==> config.mk <==
export PLATFORM = sky130hd
export DESIGN_NAME = servo_gesture_ramp_sequencer_core
export DESIGN_NICKNAME = d
export VERILOG_FILES = /design/src/design/sgr_pkg.sv /design/src/design/sgr_ctrl.sv /design/src/design/sgr_pulse.sv /design/src/design/servo_gesture_ramp_sequencer_core.sv
export SDC_FILE = /design/constraint.sdc
export NUM_CORES = 1
export LEC_CHECK = 0
export ABC_AREA = 1
export BUFFER_PORTS_ARGS = -buffer_cell sky130_fd_sc_hd__buf_2
export CAP_MARGIN = 15
export CELL_PAD_IN_SITES_DETAIL_PLACEMENT = 1
export CELL_PAD_IN_SITES_GLOBAL_PLACEMENT = 2
export CORE_ASPECT_RATIO = 1.2
export CORE_MARGIN = 1
export CORE_UTILIZATION = 42
export DETAILED_ROUTE_END_ITERATION = 16
export PLACE_DENSITY_LB_ADDON = 0.1
export SETUP_SLACK_MARGIN = 0.3
export SYNTH_ARGS = -nofsm -noshare
export SYNTH_HDL_FRONTEND = slang
export SYNTH_HIERARCHICAL = 1
export SYNTH_SLANG_ARGS = --single-unit
export TNS_END_PERCENT = 100
==> constraint.sdc <==
create_clock -name clk -period 21.5 [get_ports clk]
set_input_delay 3.225 -clock clk [delete_from_list [all_inputs] [get_ports clk]]
set_output_delay 3.225 -clock clk [all_outputs]
set_load 0.05 [all_outputs]
==> src/design/sgr_pkg.sv <==
// ----------------------------------------------------------------------------
// sgr_pkg: shared types, codes and gesture tables
// Word formats, command and script codes and the fixed gesture segment lists
// used by the pan/tilt servo ramp sequencer.
// ----------------------------------------------------------------------------
package sgr_pkg;

  // Field widths
  localparam int ANGLE_W   = 8;
  localparam int PULSE_W   = 12;
  localparam int CHAN_W    = 4;
  localparam int DELAY_W   = 8;
  localparam int CMD_W     = 4;
  localparam int SEG_IDX_W = 3;
  // diff * angle (+ rounding bias) always fits here
  localparam int PROD_W    = PULSE_W + ANGLE_W;

  // Default full-scale angle
  localparam int ANGLE_MAX_DEF = 180;

  // Config register reset values
  localparam logic [PULSE_W-1:0] PULSE_MIN_RST = 12'd500;
  localparam logic [PULSE_W-1:0] PULSE_MAX_RST = 12'd2500;
  localparam logic [CHAN_W-1:0]  PAN_CHAN_RST  = 4'd0;
  localparam logic [CHAN_W-1:0]  TILT_CHAN_RST = 4'd1;
  localparam logic [ANGLE_W-1:0] ANGLE_RST     = 8'd90;

  // Config register indexes
  typedef enum logic [1:0] {
    REG_PULSE_MIN = 2'd0,
    REG_PULSE_MAX = 2'd1,
    REG_PAN_CHAN  = 2'd2,
    REG_TILT_CHAN = 2'd3
  } reg_idx_e;

  // Command codes
  typedef enum logic [CMD_W-1:0] {
    CMD_TICK        = 4'd0,
    CMD_SET_PAN     = 4'd1,
    CMD_SET_TILT    = 4'd2,
    CMD_SMOOTH_PAN  = 4'd3,
    CMD_SMOOTH_TILT = 4'd4,
    CMD_CENTER      = 4'd5,
    CMD_UP          = 4'd6,
    CMD_DOWN        = 4'd7,
    CMD_NOD         = 4'd8,
    CMD_SHAKE       = 4'd9
  } cmd_e;

  // Gesture script codes
  typedef enum logic [2:0] {
    SCR_NONE   = 3'd0,
    SCR_CENTER = 3'd1,
    SCR_UP     = 3'd2,
    SCR_DOWN   = 3'd3,
    SCR_NOD    = 3'd4,
    SCR_SHAKE  = 3'd5
  } scr_e;

  localparam logic AXIS_PAN  = 1'b0;
  localparam logic AXIS_TILT = 1'b1;

  // Longest gesture script
  localparam int SEG_MAX = 6;

  // Gesture angles and delays
  localparam logic [ANGLE_W-1:0] ANG_MID   = 8'd90;
  localparam logic [ANGLE_W-1:0] ANG_UP    = 8'd130;
  localparam logic [ANGLE_W-1:0] ANG_DOWN  = 8'd60;
  localparam logic [ANGLE_W-1:0] ANG_NOD_A = 8'd70;
  localparam logic [ANGLE_W-1:0] ANG_NOD_B = 8'd105;
  localparam logic [ANGLE_W-1:0] ANG_SHK_A = 8'd60;
  localparam logic [ANGLE_W-1:0] ANG_SHK_B = 8'd120;
  localparam logic [DELAY_W-1:0] DLY_FAST  = 8'd8;
  localparam logic [DELAY_W-1:0] DLY_SLOW  = 8'd10;

  // Input word
  typedef struct packed {
    logic [CMD_W-1:0]   command;
    logic [ANGLE_W-1:0] target_angle;
    logic [DELAY_W-1:0] step_delay;
  } in_word_t;

  // Result word
  typedef struct packed {
    logic               update_valid;
    logic [CHAN_W-1:0]  channel;
    logic [PULSE_W-1:0] pulse_us;
    logic               busy_res;
    logic               rejected;
  } out_word_t;

  // One gesture segment
  typedef struct packed {
    logic               axis;
    logic [ANGLE_W-1:0] target;
    logic [DELAY_W-1:0] delay;
  } seg_t;

  // Sequencer result handed to the pulse pipeline
  typedef struct packed {
    logic               upd;
    logic [CHAN_W-1:0]  channel;
    logic [ANGLE_W-1:0] angle;
    logic               busy;
    logic               rej;
  } step_t;

  // Number of segments in a script
  function automatic logic [SEG_IDX_W-1:0] script_len(input scr_e sel);
    logic [SEG_IDX_W-1:0] len;
    unique case (sel)
      SCR_CENTER, SCR_UP, SCR_DOWN: len = 3'd2;
      SCR_NOD, SCR_SHAKE:           len = 3'd6;
      default:                      len = 3'd0;
    endcase
    return len;
  endfunction

  // Segment ROM lookup
  function automatic seg_t seg_rom(input scr_e sel, input logic [SEG_IDX_W-1:0] idx);
    seg_t s;
    s = '{axis: AXIS_PAN, target: ANG_MID, delay: DLY_SLOW};
    unique case (sel)
      SCR_CENTER: begin
        if (idx == 3'd1) s = '{axis: AXIS_TILT, target: ANG_MID, delay: DLY_SLOW};
      end
      SCR_UP: begin
        if (idx == 3'd1) s = '{axis: AXIS_TILT, target: ANG_UP, delay: DLY_SLOW};
      end
      SCR_DOWN: begin
        if (idx == 3'd1) s = '{axis: AXIS_TILT, target: ANG_DOWN, delay: DLY_SLOW};
      end
      SCR_NOD: begin
        unique case (idx)
          3'd0, 3'd2: s = '{axis: AXIS_TILT, target: ANG_NOD_A, delay: DLY_FAST};
          3'd1, 3'd3: s = '{axis: AXIS_TILT, target: ANG_NOD_B, delay: DLY_FAST};
          3'd4:       s = '{axis: AXIS_PAN, target: ANG_MID, delay: DLY_SLOW};
          default:    s = '{axis: AXIS_TILT, target: ANG_MID, delay: DLY_SLOW};
        endcase
      end
      SCR_SHAKE: begin
        unique case (idx)
          3'd0, 3'd2: s = '{axis: AXIS_PAN, target: ANG_SHK_A, delay: DLY_FAST};
          3'd1, 3'd3: s = '{axis: AXIS_PAN, target: ANG_SHK_B, delay: DLY_FAST};
          3'd4:       s = '{axis: AXIS_PAN, target: ANG_MID, delay: DLY_SLOW};
          default:    s = '{axis: AXIS_TILT, target: ANG_MID, delay: DLY_SLOW};
        endcase
      end
      default: ;
    endcase
    return s;
  endfunction

endpackage

==> src/design/sgr_ctrl.sv <==
// ----------------------------------------------------------------------------
// sgr_ctrl: motion sequencer state and step register
// Holds the pan/tilt angles and the ramp/gesture state, decodes one command
// word per cycle while the pulse pipeline takes its step words, and registers the angle step it causes.
// ----------------------------------------------------------------------------
module sgr_ctrl
  import sgr_pkg::*;
#(
  parameter int ANGLE_MAX = ANGLE_MAX_DEF
) (
  input  logic              clk,
  input  logic              rst,
  input  logic              in_valid,
  output logic              in_ready,
  input  in_word_t          in_data,
  input  logic [CHAN_W-1:0] pan_chan,
  input  logic [CHAN_W-1:0] tilt_chan,
  output logic              a_valid,
  output step_t             a_word,
  input  logic              a_take
);

  localparam logic [ANGLE_W-1:0] AMAX = ANGLE_W'(ANGLE_MAX);

  function automatic logic [ANGLE_W-1:0] clamp_ang(input logic [ANGLE_W-1:0] a);
    return (a > AMAX) ? AMAX : a;
  endfunction

  // Sequencer state
  logic [ANGLE_W-1:0]   pan_angle, pan_angle_next;
  logic [ANGLE_W-1:0]   tilt_angle, tilt_angle_next;
  logic                 ramp_axis, ramp_axis_next;
  logic [ANGLE_W-1:0]   ramp_target, ramp_target_next;
  logic [DELAY_W-1:0]   ramp_delay, ramp_delay_next;
  logic [DELAY_W-1:0]   delay_counter, delay_counter_next;
  scr_e                 script_select, script_select_next;
  logic [SEG_IDX_W-1:0] segment_index, segment_index_next;
  logic                 running, running_next;

  logic                 accept;
  cmd_e                 cmd;
  logic [ANGLE_W-1:0]   tgt;
  logic [DELAY_W-1:0]   dly;

  // Segment search
  scr_e                 srch_sel;
  logic [SEG_IDX_W:0]   srch_base;
  logic                 found;
  logic [SEG_IDX_W-1:0] found_idx;
  seg_t                 found_seg;
  seg_t                 seg_k;
  logic [ANGLE_W-1:0]   seg_tgt_k;
  logic [ANGLE_W-1:0]   seg_cur_k;
  logic [SEG_IDX_W-1:0] len_s;

  // Step outputs
  step_t                step_word;
  logic                 do_step;
  logic [ANGLE_W-1:0]   cur_ramp_ang;
  logic [ANGLE_W-1:0]   step_from;
  logic [ANGLE_W-1:0]   step_to;

  assign accept   = in_valid && in_ready;
  assign in_ready = !a_valid || a_take;
  assign cmd      = cmd_e'(in_data.command);
  assign tgt      = clamp_ang(in_data.target_angle);
  assign dly      = (in_data.step_delay == '0) ? DELAY_W'(1) : in_data.step_delay;
  assign cur_ramp_ang = ramp_axis ? tilt_angle : pan_angle;

  // Search source: a gesture starts at segment zero, a tick moves past the current one
  always_comb begin
    srch_sel  = script_select;
    srch_base = {1'b0, segment_index} + (SEG_IDX_W+1)'(1);
    unique case (cmd)
      CMD_CENTER: begin srch_sel = SCR_CENTER; srch_base = '0; end
      CMD_UP:     begin srch_sel = SCR_UP;     srch_base = '0; end
      CMD_DOWN:   begin srch_sel = SCR_DOWN;   srch_base = '0; end
      CMD_NOD:    begin srch_sel = SCR_NOD;    srch_base = '0; end
      CMD_SHAKE:  begin srch_sel = SCR_SHAKE;  srch_base = '0; end
      default: ;
    endcase
  end

  // First segment at or past the base that still has distance to cover
  always_comb begin
    len_s     = script_len(srch_sel);
    found     = 1'b0;
    found_idx = '0;
    found_seg = '0;
    seg_k     = '0;
    seg_tgt_k = '0;
    seg_cur_k = '0;
    for (int k = 0; k < SEG_MAX; k++) begin
      seg_k     = seg_rom(srch_sel, SEG_IDX_W'(k));
      seg_tgt_k = clamp_ang(seg_k.target);
      seg_cur_k = seg_k.axis ? tilt_angle : pan_angle;
      if (!found && ((SEG_IDX_W+1)'(k) >= srch_base) && (SEG_IDX_W'(k) < len_s) &&
          (seg_tgt_k != seg_cur_k)) begin
        found           = 1'b1;
        found_idx       = SEG_IDX_W'(k);
        found_seg       = seg_k;
        found_seg.target = seg_tgt_k;
      end
    end
  end

  // Command decode and next state
  always_comb begin
    pan_angle_next     = pan_angle;
    tilt_angle_next    = tilt_angle;
    ramp_axis_next     = ramp_axis;
    ramp_target_next   = ramp_target;
    ramp_delay_next    = ramp_delay;
    delay_counter_next = delay_counter;
    script_select_next = script_select;
    segment_index_next = segment_index;
    running_next       = running;
    step_word          = '0;
    do_step            = 1'b0;
    step_from          = '0;
    step_to            = '0;

    unique case (cmd)
      CMD_TICK: begin
        if (running) begin
          if (delay_counter > DELAY_W'(1)) begin
            delay_counter_next = delay_counter - DELAY_W'(1);
          end else begin
            delay_counter_next = '0;
            if (cur_ramp_ang != ramp_target) begin
              do_step = 1'b1;
            end else if (script_select != SCR_NONE) begin
              if (found) begin
                ramp_axis_next     = found_seg.axis;
                ramp_target_next   = found_seg.target;
                ramp_delay_next    = found_seg.delay;
                segment_index_next = found_idx;
                do_step            = 1'b1;
              end else begin
                running_next       = 1'b0;
                script_select_next = SCR_NONE;
                segment_index_next = '0;
              end
            end else begin
              running_next = 1'b0;
            end
          end
        end
      end
      CMD_SET_PAN, CMD_SET_TILT: begin
        if (running) begin
          step_word.rej = 1'b1;
        end else begin
          step_word.upd   = 1'b1;
          step_word.angle = tgt;
          if (cmd == CMD_SET_TILT) begin
            tilt_angle_next   = tgt;
            step_word.channel = tilt_chan;
          end else begin
            pan_angle_next    = tgt;
            step_word.channel = pan_chan;
          end
        end
      end
      CMD_SMOOTH_PAN, CMD_SMOOTH_TILT: begin
        if (running) begin
          step_word.rej = 1'b1;
        end else if (((cmd == CMD_SMOOTH_TILT) ? tilt_angle : pan_angle) != tgt) begin
          ramp_axis_next     = (cmd == CMD_SMOOTH_TILT) ? AXIS_TILT : AXIS_PAN;
          ramp_target_next   = tgt;
          ramp_delay_next    = dly;
          script_select_next = SCR_NONE;
          segment_index_next = '0;
          running_next       = 1'b1;
          do_step            = 1'b1;
        end
      end
      CMD_CENTER, CMD_UP, CMD_DOWN, CMD_NOD, CMD_SHAKE: begin
        if (running) begin
          step_word.rej = 1'b1;
        end else if (found) begin
          ramp_axis_next     = found_seg.axis;
          ramp_target_next   = found_seg.target;
          ramp_delay_next    = found_seg.delay;
          script_select_next = srch_sel;
          segment_index_next = found_idx;
          running_next       = 1'b1;
          do_step            = 1'b1;
        end else begin
          running_next       = 1'b0;
          script_select_next = SCR_NONE;
          segment_index_next = '0;
        end
      end
      default: ;  // unused codes pass with no effect
    endcase

    // One-degree step toward the ramp target
    if (do_step) begin
      step_from = ramp_axis_next ? tilt_angle : pan_angle;
      step_to   = (step_from < ramp_target_next) ? step_from + ANGLE_W'(1)
                                                 : step_from - ANGLE_W'(1);
      if (ramp_axis_next) tilt_angle_next = step_to;
      else                pan_angle_next  = step_to;
      delay_counter_next = ramp_delay_next;
      step_word.upd      = 1'b1;
      step_word.angle    = step_to;
      step_word.channel  = ramp_axis_next ? tilt_chan : pan_chan;
    end

    step_word.busy = running_next;
  end

  // State and step register
  always_ff @(posedge clk) begin
    if (rst) begin
      pan_angle     <= ANGLE_RST;
      tilt_angle    <= ANGLE_RST;
      ramp_axis     <= AXIS_PAN;
      ramp_target   <= '0;
      ramp_delay    <= '0;
      delay_counter <= '0;
      script_select <= SCR_NONE;
      segment_index <= '0;
      running       <= 1'b0;
      a_valid       <= 1'b0;
    end else begin
      if (accept) begin
        pan_angle     <= pan_angle_next;
        tilt_angle    <= tilt_angle_next;
        ramp_axis     <= ramp_axis_next;
        ramp_target   <= ramp_target_next;
        ramp_delay    <= ramp_delay_next;
        delay_counter <= delay_counter_next;
        script_select <= script_select_next;
        segment_index <= segment_index_next;
        running       <= running_next;
        a_valid       <= 1'b1;
      end else if (a_take) begin
        a_valid <= 1'b0;
      end
    end
  end

  always_ff @(posedge clk) begin
    if (accept) a_word <= step_word;
  end

  // Checks
  a_rej_no_update: assert property (@(posedge clk) disable iff (rst)
    a_valid |-> !(a_word.rej && a_word.upd))
    else $error("rejected word carries an update");

  a_ramp_delay_set: assert property (@(posedge clk) disable iff (rst)
    running |-> (ramp_delay != '0))
    else $error("ramp running with zero delay");

  a_idle_no_script: assert property (@(posedge clk) disable iff (rst)
    !running |-> (script_select == SCR_NONE && segment_index == '0))
    else $error("script state left behind while idle");

  a_angle_range: assert property (@(posedge clk) disable iff (rst)
    (pan_angle <= AMAX) && (tilt_angle <= AMAX))
    else $error("angle beyond full scale");

endmodule

==> src/design/sgr_pulse.sv <==
// ----------------------------------------------------------------------------
// sgr_pulse: angle to pulse width pipeline
// Two stages: scaled product of the pulse span and the angle, then an exact
// divide by the full-scale angle through a reciprocal multiply. The second
// stage is the result register.
// ----------------------------------------------------------------------------
module sgr_pulse
  import sgr_pkg::*;
#(
  parameter int ANGLE_MAX = ANGLE_MAX_DEF
) (
  input  logic               clk,
  input  logic               rst,
  input  logic [PULSE_W-1:0] pulse_min_us,
  input  logic [PULSE_W-1:0] pulse_max_us,
  input  logic               a_valid,
  input  step_t              a_word,
  output logic               a_take,
  output logic               out_valid,
  input  logic               out_ready,
  output out_word_t          out_data
);

  // floor(n / ANGLE_MAX) = (n * RECIP) >> SHIFT, exact for n < 2**PROD_W
  localparam int          SHIFT     = PROD_W + $clog2(ANGLE_MAX);
  localparam longint      RECIP_INT = ((64'd1 << SHIFT) + ANGLE_MAX - 1) / ANGLE_MAX;
  localparam logic [PROD_W:0]   RECIP = (PROD_W+1)'(RECIP_INT);
  localparam logic [PROD_W-1:0] BIAS  = PROD_W'(ANGLE_MAX - 1);
  localparam int          FULL_W    = 2 * PROD_W + 1;

  // Stage B
  logic              b_valid;
  step_t             b_word;
  logic [PROD_W-1:0] b_prod;
  logic              b_fall;

  logic              c_load;
  logic              fall;
  logic [PULSE_W-1:0] span;
  logic [PROD_W-1:0] prod;
  logic [FULL_W-1:0] full;
  logic [PULSE_W-1:0] quot;
  out_word_t         res;

  assign c_load = !out_valid || out_ready;
  assign a_take = !b_valid || c_load;

  // Span times angle, biased upward when the pulse falls with angle
  assign fall = pulse_max_us < pulse_min_us;
  assign span = fall ? (pulse_min_us - pulse_max_us) : (pulse_max_us - pulse_min_us);
  assign prod = PROD_W'(span * a_word.angle) + (fall ? BIAS : '0);

  // Divide and offset from the minimum
  assign full = FULL_W'(b_prod) * FULL_W'(RECIP);
  assign quot = full[SHIFT +: PULSE_W];

  always_comb begin
    res.update_valid = b_word.upd;
    res.channel      = b_word.channel;
    res.busy_res     = b_word.busy;
    res.rejected     = b_word.rej;
    res.pulse_us     = '0;
    if (b_word.upd) begin
      res.pulse_us = b_fall ? (pulse_min_us - quot) : (pulse_min_us + quot);
    end
  end

  // Valid flags
  always_ff @(posedge clk) begin
    if (rst) begin
      b_valid   <= 1'b0;
      out_valid <= 1'b0;
    end else begin
      if (a_take) b_valid <= a_valid;
      if (c_load) out_valid <= b_valid;
    end
  end

  // Payload
  always_ff @(posedge clk) begin
    if (a_take) begin
      b_word <= a_word;
      b_prod <= prod;
      b_fall <= fall;
    end
    if (c_load) out_data <= res;
  end

endmodule

==> src/design/servo_gesture_ramp_sequencer_core.sv <==
// ----------------------------------------------------------------------------
// servo_gesture_ramp_sequencer_core: pan/tilt servo ramp and gesture sequencer
// Takes command and 1 ms tick words, runs set, smooth and gesture moves and
// issues one result word per command with the new channel and pulse width.
//
//   channel   dir   handshake            word
//   --------  ----  -------------------  ----------------------------------
//   in        in    in_valid/in_ready    in_word_t  (command, angle, delay)
//   out       out   out_valid/out_ready  out_word_t (update, channel, pulse)
//   cfg       in    cfg_we               cfg_index, cfg_data
//
// One word accepted per cycle while the output keeps taking results; its result
// passes through the step register, product register and result register.
// A stalled result register holds its word while the two earlier stages keep
// filling, so input is refused only once all three registers hold a word.
// Reset (synchronous) clears angles to 90, the sequencer to idle and
// loads the config defaults.
// ----------------------------------------------------------------------------
module servo_gesture_ramp_sequencer_core
  import sgr_pkg::*;
#(
  parameter int ANGLE_MAX = ANGLE_MAX_DEF
) (
  input  logic               clk,
  input  logic               rst,
  input  logic               in_valid,
  output logic               in_ready,
  input  in_word_t           in_data,
  output logic               out_valid,
  input  logic               out_ready,
  output out_word_t          out_data,
  input  logic               cfg_we,
  input  logic [1:0]         cfg_index,
  input  logic [PULSE_W-1:0] cfg_data
);

  // Config registers
  logic [PULSE_W-1:0] pulse_min_us;
  logic [PULSE_W-1:0] pulse_max_us;
  logic [CHAN_W-1:0]  pan_chan;
  logic [CHAN_W-1:0]  tilt_chan;

  logic  a_valid;
  step_t a_word;
  logic  a_take;

  always_ff @(posedge clk) begin
    if (rst) begin
      pulse_min_us <= PULSE_MIN_RST;
      pulse_max_us <= PULSE_MAX_RST;
      pan_chan     <= PAN_CHAN_RST;
      tilt_chan    <= TILT_CHAN_RST;
    end else if (cfg_we) begin
      unique case (reg_idx_e'(cfg_index))
        REG_PULSE_MIN: pulse_min_us <= cfg_data;
        REG_PULSE_MAX: pulse_max_us <= cfg_data;
        REG_PAN_CHAN:  pan_chan     <= cfg_data[CHAN_W-1:0];
        REG_TILT_CHAN: tilt_chan    <= cfg_data[CHAN_W-1:0];
        default: ;
      endcase
    end
  end

  // Sequencer
  sgr_ctrl #(
    .ANGLE_MAX (ANGLE_MAX)
  ) u_ctrl (
    .clk       (clk),
    .rst       (rst),
    .in_valid  (in_valid),
    .in_ready  (in_ready),
    .in_data   (in_data),
    .pan_chan  (pan_chan),
    .tilt_chan (tilt_chan),
    .a_valid   (a_valid),
    .a_word    (a_word),
    .a_take    (a_take)
  );

  // Pulse width pipeline
  sgr_pulse #(
    .ANGLE_MAX (ANGLE_MAX)
  ) u_pulse (
    .clk          (clk),
    .rst          (rst),
    .pulse_min_us (pulse_min_us),
    .pulse_max_us (pulse_max_us),
    .a_valid      (a_valid),
    .a_word       (a_word),
    .a_take       (a_take),
    .out_valid    (out_valid),
    .out_ready    (out_ready),
    .out_data     (out_data)
  );

endmodule

[Word level (Yosys, flattened, before mapping)]
Index checks and enable logic that the tools add are counted.
W data, S select, Z words.
Storage, ports and cells
  register bits: 145
  output and inout bits: 21
  logic and storage cells: 267
Operators by class
  multipliers: 2
  eq/ne operators: 32
  $lt $le $gt $ge: 20
  multiplexer cells: 122
  reductions and logical operators: 50
  $add $sub $neg: 9
Operators by type and width (count)
  $mux W8: 45
  $mux W17: 7
  $pmux W17 S5: 1
  $pmux W17 S2: 2
  $mux W3: 17
  $ne A8 B8 Y1: 6
  $pmux W8 S3: 2
  $gt A8 B8 Y1 const B: 5
  $mul A20 B21 Y40 const B: 1
  $mux W12: 3
  $sub A12 B12 Y12: 3
  $mux W1: 31
  $mux W13: 2
  $add A20 B20 Y20: 1
  $mul A12 B8 Y20: 1
  $logic_and A1 B1 Y1: 18
  $pmux W3 S3: 2
  $eq A4 B3 Y1 const B: 4
  $sub A8 B1 Y8 const B: 2
  $pmux W3 S5: 1
  $add A12 B12 Y12: 1
  $lt A12 B12 Y1: 1
  $mux W4: 3
  $ne A2 B2 Y1 const B: 5
  other kinds (38): 71

[Depth between registers and ports, before layout]
Gate-level depths: netlist of run 1.
  word-level depth: 45
  mapped depth: 45

[Hierarchy]
Netlist of run 1, hierarchy kept.
Modules (own cells, without submodules)
  sgr_pulse: area each 14061.0 sq um, instances 1, seq. area each 1451.4 sq um, cells each 1765
  sgr_ctrl: area each 5780.5 sq um, instances 1, seq. area each 1431.4 sq um, cells each 919
  servo_gesture_ramp_sequencer_core: area each 1293.7 sq um, instances 1, seq. area each 640.6 sq um, cells each 186

[Worst setup path after synthesis of run 1]
OpenSTA, ideal clock, no wires.
  path kind: input port to flip-flop
  start: in in_data[19] in the netlist's numbering
  end: reg u_ctrl/a_word[9] (netlist name)
  arrival time: 7.580 ns
  slack: 13.657 ns
  stages on the path: 40
  data required time: 21.237 ns
  setup time: 0.263 ns
  cells stage by stage: inv_1 nand2_1 nor2_1 nor2_1 nor2_1 nor2_4 nand2_4 buf_6 nand2_1 nand2_1 nand3_1 nor2_1 nand3_2 nand2_1 nand3_2 buf_6 o21ai_2 nand2_1 (+4 left out) clkbuf_1 o21ai_0 ha_1 a21oi_1 nor2_1 a211oi_1 nand2_2 ha_1 a21oi_1 o21ai_2 nand3_1 nor2_1 nor2_1 inv_1 nand3_2 nand2_1 nand2_1 o21ai_1
RTL lines
  start, declared: RTL line servo_gesture_ramp_sequencer_core.sv:28  | input in_word_t in_data,

==> impl_metrics.env, run 1 <==
export IMPL_clock_path_buffers=2
export IMPL_cp_slowest_cell="ha_1"
export IMPL_fmax_ghz=0.1138
export IMPL_synth_seq_cells=145
export IMPL_min_to="u_pulse/out_data[16]"
export IMPL_r2r_end="u_pulse/out_data[13]"
export IMPL_yosysWarnings=6
export IMPL_synth_nets=3374
export IMPL_cts_buffers=17
export IMPL_dpl_cell_count=3519
export IMPL_drc_errors=0
export IMPL_final_common_cell="nand2_1"
export IMPL_design_die_area_um2=51230
export IMPL_yosys_area_top_type_share_pct=17.43
export IMPL_relSlewSlack_pct=15.29
export IMPL_num_vias=18861
export IMPL_endpoint_kind="register"
export IMPL_reg2reg_slack_ns=13.21
export IMPL_fin_skew_ns=0.01678
export IMPL_start_util_pct=42.75
export IMPL_antenna_left=0
export IMPL_ys_flop_type="dfxtp_1"
export IMPL_finalWirelength_um=73040
export IMPL_finalHoldViolCount=0
export IMPL_drive_above_1_share_pct=6.930
export IMPL_routedWlPerCell_um=20.56
export IMPL_antenna_cells=0
export IMPL_syn_area_um2=21140
export IMPL_core_um2=49440
export IMPL_setup_tns_ns=0
export IMPL_start_kind="primary input"
export IMPL_setup_viol=0
export IMPL_rsz0062_at_grt="false"
export IMPL_fp_dieH_um=247.7
export IMPL_cp_required_ns=21.69
export IMPL_fin_crit_ns=8.784
export IMPL_slew_violations=0
export IMPL_drt_iter0_drc=747
export IMPL_portBuffers=59
export IMPL_cts_tree="done"
export IMPL_final_util_pct=45.74
export IMPL_rows=89
export IMPL_grt_pass1_vias=20865
export IMPL_reg2reg_from="u_pulse/b_prod[11]"
export IMPL_worstHoldPathCells=0
export IMPL_worstSkewPairLatency_ns=0.46
export IMPL_ys_top_cells_by_area="fa_1 17%, ha_1 17%, nand2_1 11%"
export IMPL_grt_total_usage_pct=29.55
export IMPL_ioPinCount=60
export IMPL_avgSynthCellArea_um2=7.364
export IMPL_pre_cts_slack_ns=12.20
export IMPL_cts_resized=0
export IMPL_synth_area_leader_cell="fa_1"
export IMPL_postCtsHoldBufs=0
export IMPL_min_path_type="reg -> reg"
export IMPL_antenna_found_initial=0
export IMPL_synth_cells=2870
export IMPL_die_x_um=206.8
export IMPL_ff2ff_path_depth=39
export IMPL_status="completed"
export IMPL_hold_start="u_pulse/b_word[12]"
export IMPL_final_nets=3406
export IMPL_cts_setup_buffers=0
export IMPL_timing_final_ws_setup_ns=12.72
export IMPL_yosysSeqAreaShare_pct=16.67
export IMPL_clkSinkCount=145
export IMPL_crit_type="in -> reg"
export IMPL_tightestPinTransition_ns=1.266
export IMPL_gp_congestion=1.005
export IMPL_synth_edf_count=62
export IMPL_via_per_inst=5.310
export IMPL_grt_max_degree=48
export IMPL_cts_root_buf="clkbuf_16"
export IMPL_fin_cells=3552
export IMPL_layout_common_cells="619 x nand2_1, 585 x inv_1, 281 x ha_1, 253 x nor2_1, 184 x fa_1"
export IMPL_fillerInstances=6295
export IMPL_finalCritPeriodShare_pct=40.86
export IMPL_drtPass1Iterations=5
export IMPL_grt_remaining_overflow=0
export IMPL_slowest_delay_ns=0.39
export IMPL_dpl_hpwl_um=62210
export IMPL_grt_pass1_wl_um=114200
export IMPL_area_growth_pct=7.009
export IMPL_clk_pin_slew_ns=0.07
export IMPL_drv_cap=0
export IMPL_cp_arrival_ns=8.97
export IMPL_cts_max_level=4
export IMPL_ys_types=63
export IMPL_cp_max_fo=18
export IMPL_synth_async_reset_ratio_pct=0
[critical path: cells and delay by family]
kind                     cells  cell delay (ns)
adder cells (fa/ha/maj)      2             0.73
AND/OR/NAND/NOR             26             3.31
AO/OA/AOI/OAI                7             1.42
buffers and inverters        3             0.27
[worst max-delay path by stage]
stage                     start                to  slack [ns]
floorplan           in_data[19]  u_ctrl/a_word[9]       13.66
global placement    in_data[19]  u_ctrl/a_word[9]       12.55
detailed placement  in_data[19]  u_ctrl/a_word[9]       12.20
CTS                 in_data[19]  u_ctrl/a_word[9]       12.66
global route        in_data[19]  u_ctrl/a_word[9]       12.13
finish              in_data[17]  u_ctrl/a_word[9]       12.72
[Yosys cell counts (all sizes together) (8+ instances only)]
cell,count
a31oi,10
clkbuf,29
edfxtp,62
o21ai,144
ha,281
a21oi,143
buf,20
xor2,55
nor2,267
a211oi,8
nor4,10
o211ai,22
o21bai,8
dfxtp,83
o22ai,11
nand2,663
nor3,14
fa,184
nand3,133
a21o,8
a221oi,8
xnor2,23
nand4,15
inv,612
[through the flow]
step | hold WS [ns] | cell area [um2]
6_report | 0.4240 | 22620
3_3_place_gp | 0.4010 | 21970
2_1_floorplan | 0.4003 | 21140
4_1_cts | 0.4267 | 22600
3_5_place_dp | 0.4084 | 21970
5_1_grt | 0.4312 | 22620
[flip-flops by register name, summed over array words and instances, names as in the netlist, 12 cells and up]
register          cells
pulse_max_us         12
pulse_min_us         12
u_ctrl/a_word        15
u_pulse/b_prod       20
u_pulse/out_data     19
[area by class of cell]
type	instances	area (um2)	area share, %
Multi-Input combinational cell	2057	15010	66.38
Sequential cell	145	3523	15.58
Inverter	619	2323	10.27
Tap cell	637	797.0	3.524
Clock buffer	17	425.4	1.881
Timing Repair Buffer	62	324.1	1.433
Clock inverter	15	210.2	0.9294
[per-layer routing]
metal / GRT usage, % / up-vias / wire length [um]
li1: - / 9118 / -
met1: 28.68 / 9232 / 26000
met2: 57.99 / 331 / 40260
met3: 3.414 / 180 / 1676
met4: 19.02 / 0 / 5107
met5: 0 / - / 0
[cell families after synthesis]
group | synth area share [%]
AOI/OAI and AO/OA | 11.09
buffers and inverters | 12.32
DFF | 16.67
xor gates and xnor gates | 3.232
adders and majority gates | 34.06
and+or+nand+nor | 22.63
Power of run 1 is left out: the tool's default activity adds up to more than one toggle a clock period on the data nets, which glitch-free logic cannot reach.
==> run 2, diff against run 1 <==
CORE_UTILIZATION = 39   (was 42)
clock period = 8.3 ns   (was 21.5 ns; I/O delays follow)
==> impl_metrics.env, run 2 (synthesized netlist as in run 1, its figures left out) <==
export IMPL_grt_remaining_overflow=0
export IMPL_portBuffers=59
export IMPL_grt_max_degree=54
export IMPL_drt_iter0_drc=776
export IMPL_drive_above_1_share_pct=8.461
export IMPL_finalCritPeriodShare_pct=92.08
export IMPL_start_kind="register"
export IMPL_worstHoldPathCells=0
export IMPL_antenna_cells=0
export IMPL_ff2ff_path_depth=40
export IMPL_clock_path_buffers=2
export IMPL_finalHoldViolCount=0
export IMPL_cts_tree="done"
export IMPL_worstSkewPairLatency_ns=0.47
export IMPL_routedWlPerCell_um=19.75
export IMPL_largest_register_ffs=20
export IMPL_clkSinkCount=145
export IMPL_ioPinCount=60
export IMPL_layout_common_cells="616 x nand2_1, 582 x inv_1, 274 x ha_1, 250 x nor2_1, 180 x fa_1"
export IMPL_relSlewSlack_pct=29.30
export IMPL_slew_violations=0
export IMPL_antenna_found_initial=0
export IMPL_design_die_area_um2=55130
export IMPL_drc_errors=0
export IMPL_cp_arrival_ns=7.86
export IMPL_cp_max_fo=5
export IMPL_die_x_um=214.5
export IMPL_fillerInstances=6799
export IMPL_setup_viol=0
export IMPL_crit_type="reg -> reg"
export IMPL_grt_total_usage_pct=26.43
export IMPL_cp_slowest_cell="fa_1"
export IMPL_min_path_type="reg -> reg"
export IMPL_cpMostUsedCell="nand2_1"
export IMPL_cts_root_buf="clkbuf_16"
export IMPL_grt_pass1_wl_um=112400
export IMPL_endpoint_kind="register"
export IMPL_antenna_left=0
export IMPL_top_register="u_pulse/b_prod"
export IMPL_cts_buffers=17
export IMPL_fin_crit_ns=7.643
export IMPL_pre_cts_slack_ns=0.3594
export IMPL_top_regs="u_pulse/b_prod x20, u_pulse/out_data x19, u_ctrl/a_word x15"
export IMPL_fmax_ghz=0.1308
export IMPL_setup_tns_ns=0
export IMPL_tightestPinTransition_ns=1.059
export IMPL_clk_pin_slew_ns=0.07
export IMPL_via_per_inst=5.168
export IMPL_final_common_cell="nand2_1"
export IMPL_fin_skew_ns=0.01739
export IMPL_postCtsHoldBufs=0
export IMPL_slowest_delay_ns=0.54
export IMPL_grt_pass1_vias=20293
export IMPL_fp_dieH_um=257.0
export IMPL_area_growth_pct=8.489
export IMPL_timing_final_ws_setup_ns=0.6574
export IMPL_drtPass1Iterations=5
export IMPL_cp_required_ns=8.51
export IMPL_finalWirelength_um=71940
export IMPL_rows=93
export IMPL_start_util_pct=39.40
export IMPL_status="completed"
export IMPL_core_um2=53640
export IMPL_dpl_hpwl_um=62090
export IMPL_cts_max_level=4
export IMPL_num_vias=18828
export IMPL_final_nets=3422
export IMPL_gp_congestion=0.9052
export IMPL_drv_cap=0
export IMPL_rsz0062_at_grt="false"
run 2: cell types whose count changed in the layout (fill, tap and decap cells not counted), sizes merged:
cell / before / now
clkinv: 15 / 9
clkbuf: 18 / 19
buf: 61 / 78
clkinvlp: 0 / 1
bufinv: 1 / 0
inv: 618 / 622
run 2: worst max-delay path: cells and delay by family (launching register included):
family	cells	cell delay, ns
flops	1	0.52
simple gates	21	1.79
compound gates	2	0.41
fa+ha+maj	10	4.21
buf+inv	7	0.44
run 2: cell type report:
cell class / instances / area [um2] / share of cell area (%)
multi-input cells: 2057 / 15180 / 66.21
flip-flops and latches: 145 / 3523 / 15.37
inverters: 619 / 2323 / 10.13
well taps: 712 / 890.9 / 3.885
clock buffers: 19 / 442.9 / 1.932
repair buffers: 78 / 437.9 / 1.910
clock inverters: 13 / 130.1 / 0.5675
run 2: worst paths after layout:
kind | startpoint | end | slack [ns]
max | u_pulse/b_prod[15] | u_pulse/out_data[13] | 0.66
min | u_ctrl/a_word[14] | u_pulse/b_word[14] | 0.43
max reg2reg | u_pulse/b_prod[15] | u_pulse/out_data[13] | 0.66
min reg2reg | u_ctrl/a_word[14] | u_pulse/b_word[14] | 0.43
run 2: metal layers:
layer	wire (um)	part of all wire, %	global-route usage, %
met1	26560	37	26.47
met2	40290	56	53.61
met3	1214	1.7	2.057
met4	3876	5.4	13.45
met5	0	0	0
run 2: stage by stage:
step / hold WS [ns] / area [um2] / instances / util (%)
2_1_floorplan: 0.4003 / 21140 / 2870 / -
3_3_place_gp: 0.4027 / 22090 / 3598 / 41.18
3_5_place_dp: 0.4061 / 22090 / 3598 / 41.18
4_1_cts: 0.4230 / 22660 / 3630 / 42.25
5_1_grt: 0.4369 / 22930 / 3643 / 42.74
6_report: 0.4256 / 22930 / 3643 / 42.74
run 2: what timing repair did:
item	in CTS	in global routing
resized for setup	0	36
setup buffers	0	13
endpoints found under the setup margin	0	5
Power of run 2 is left out for the same reason.
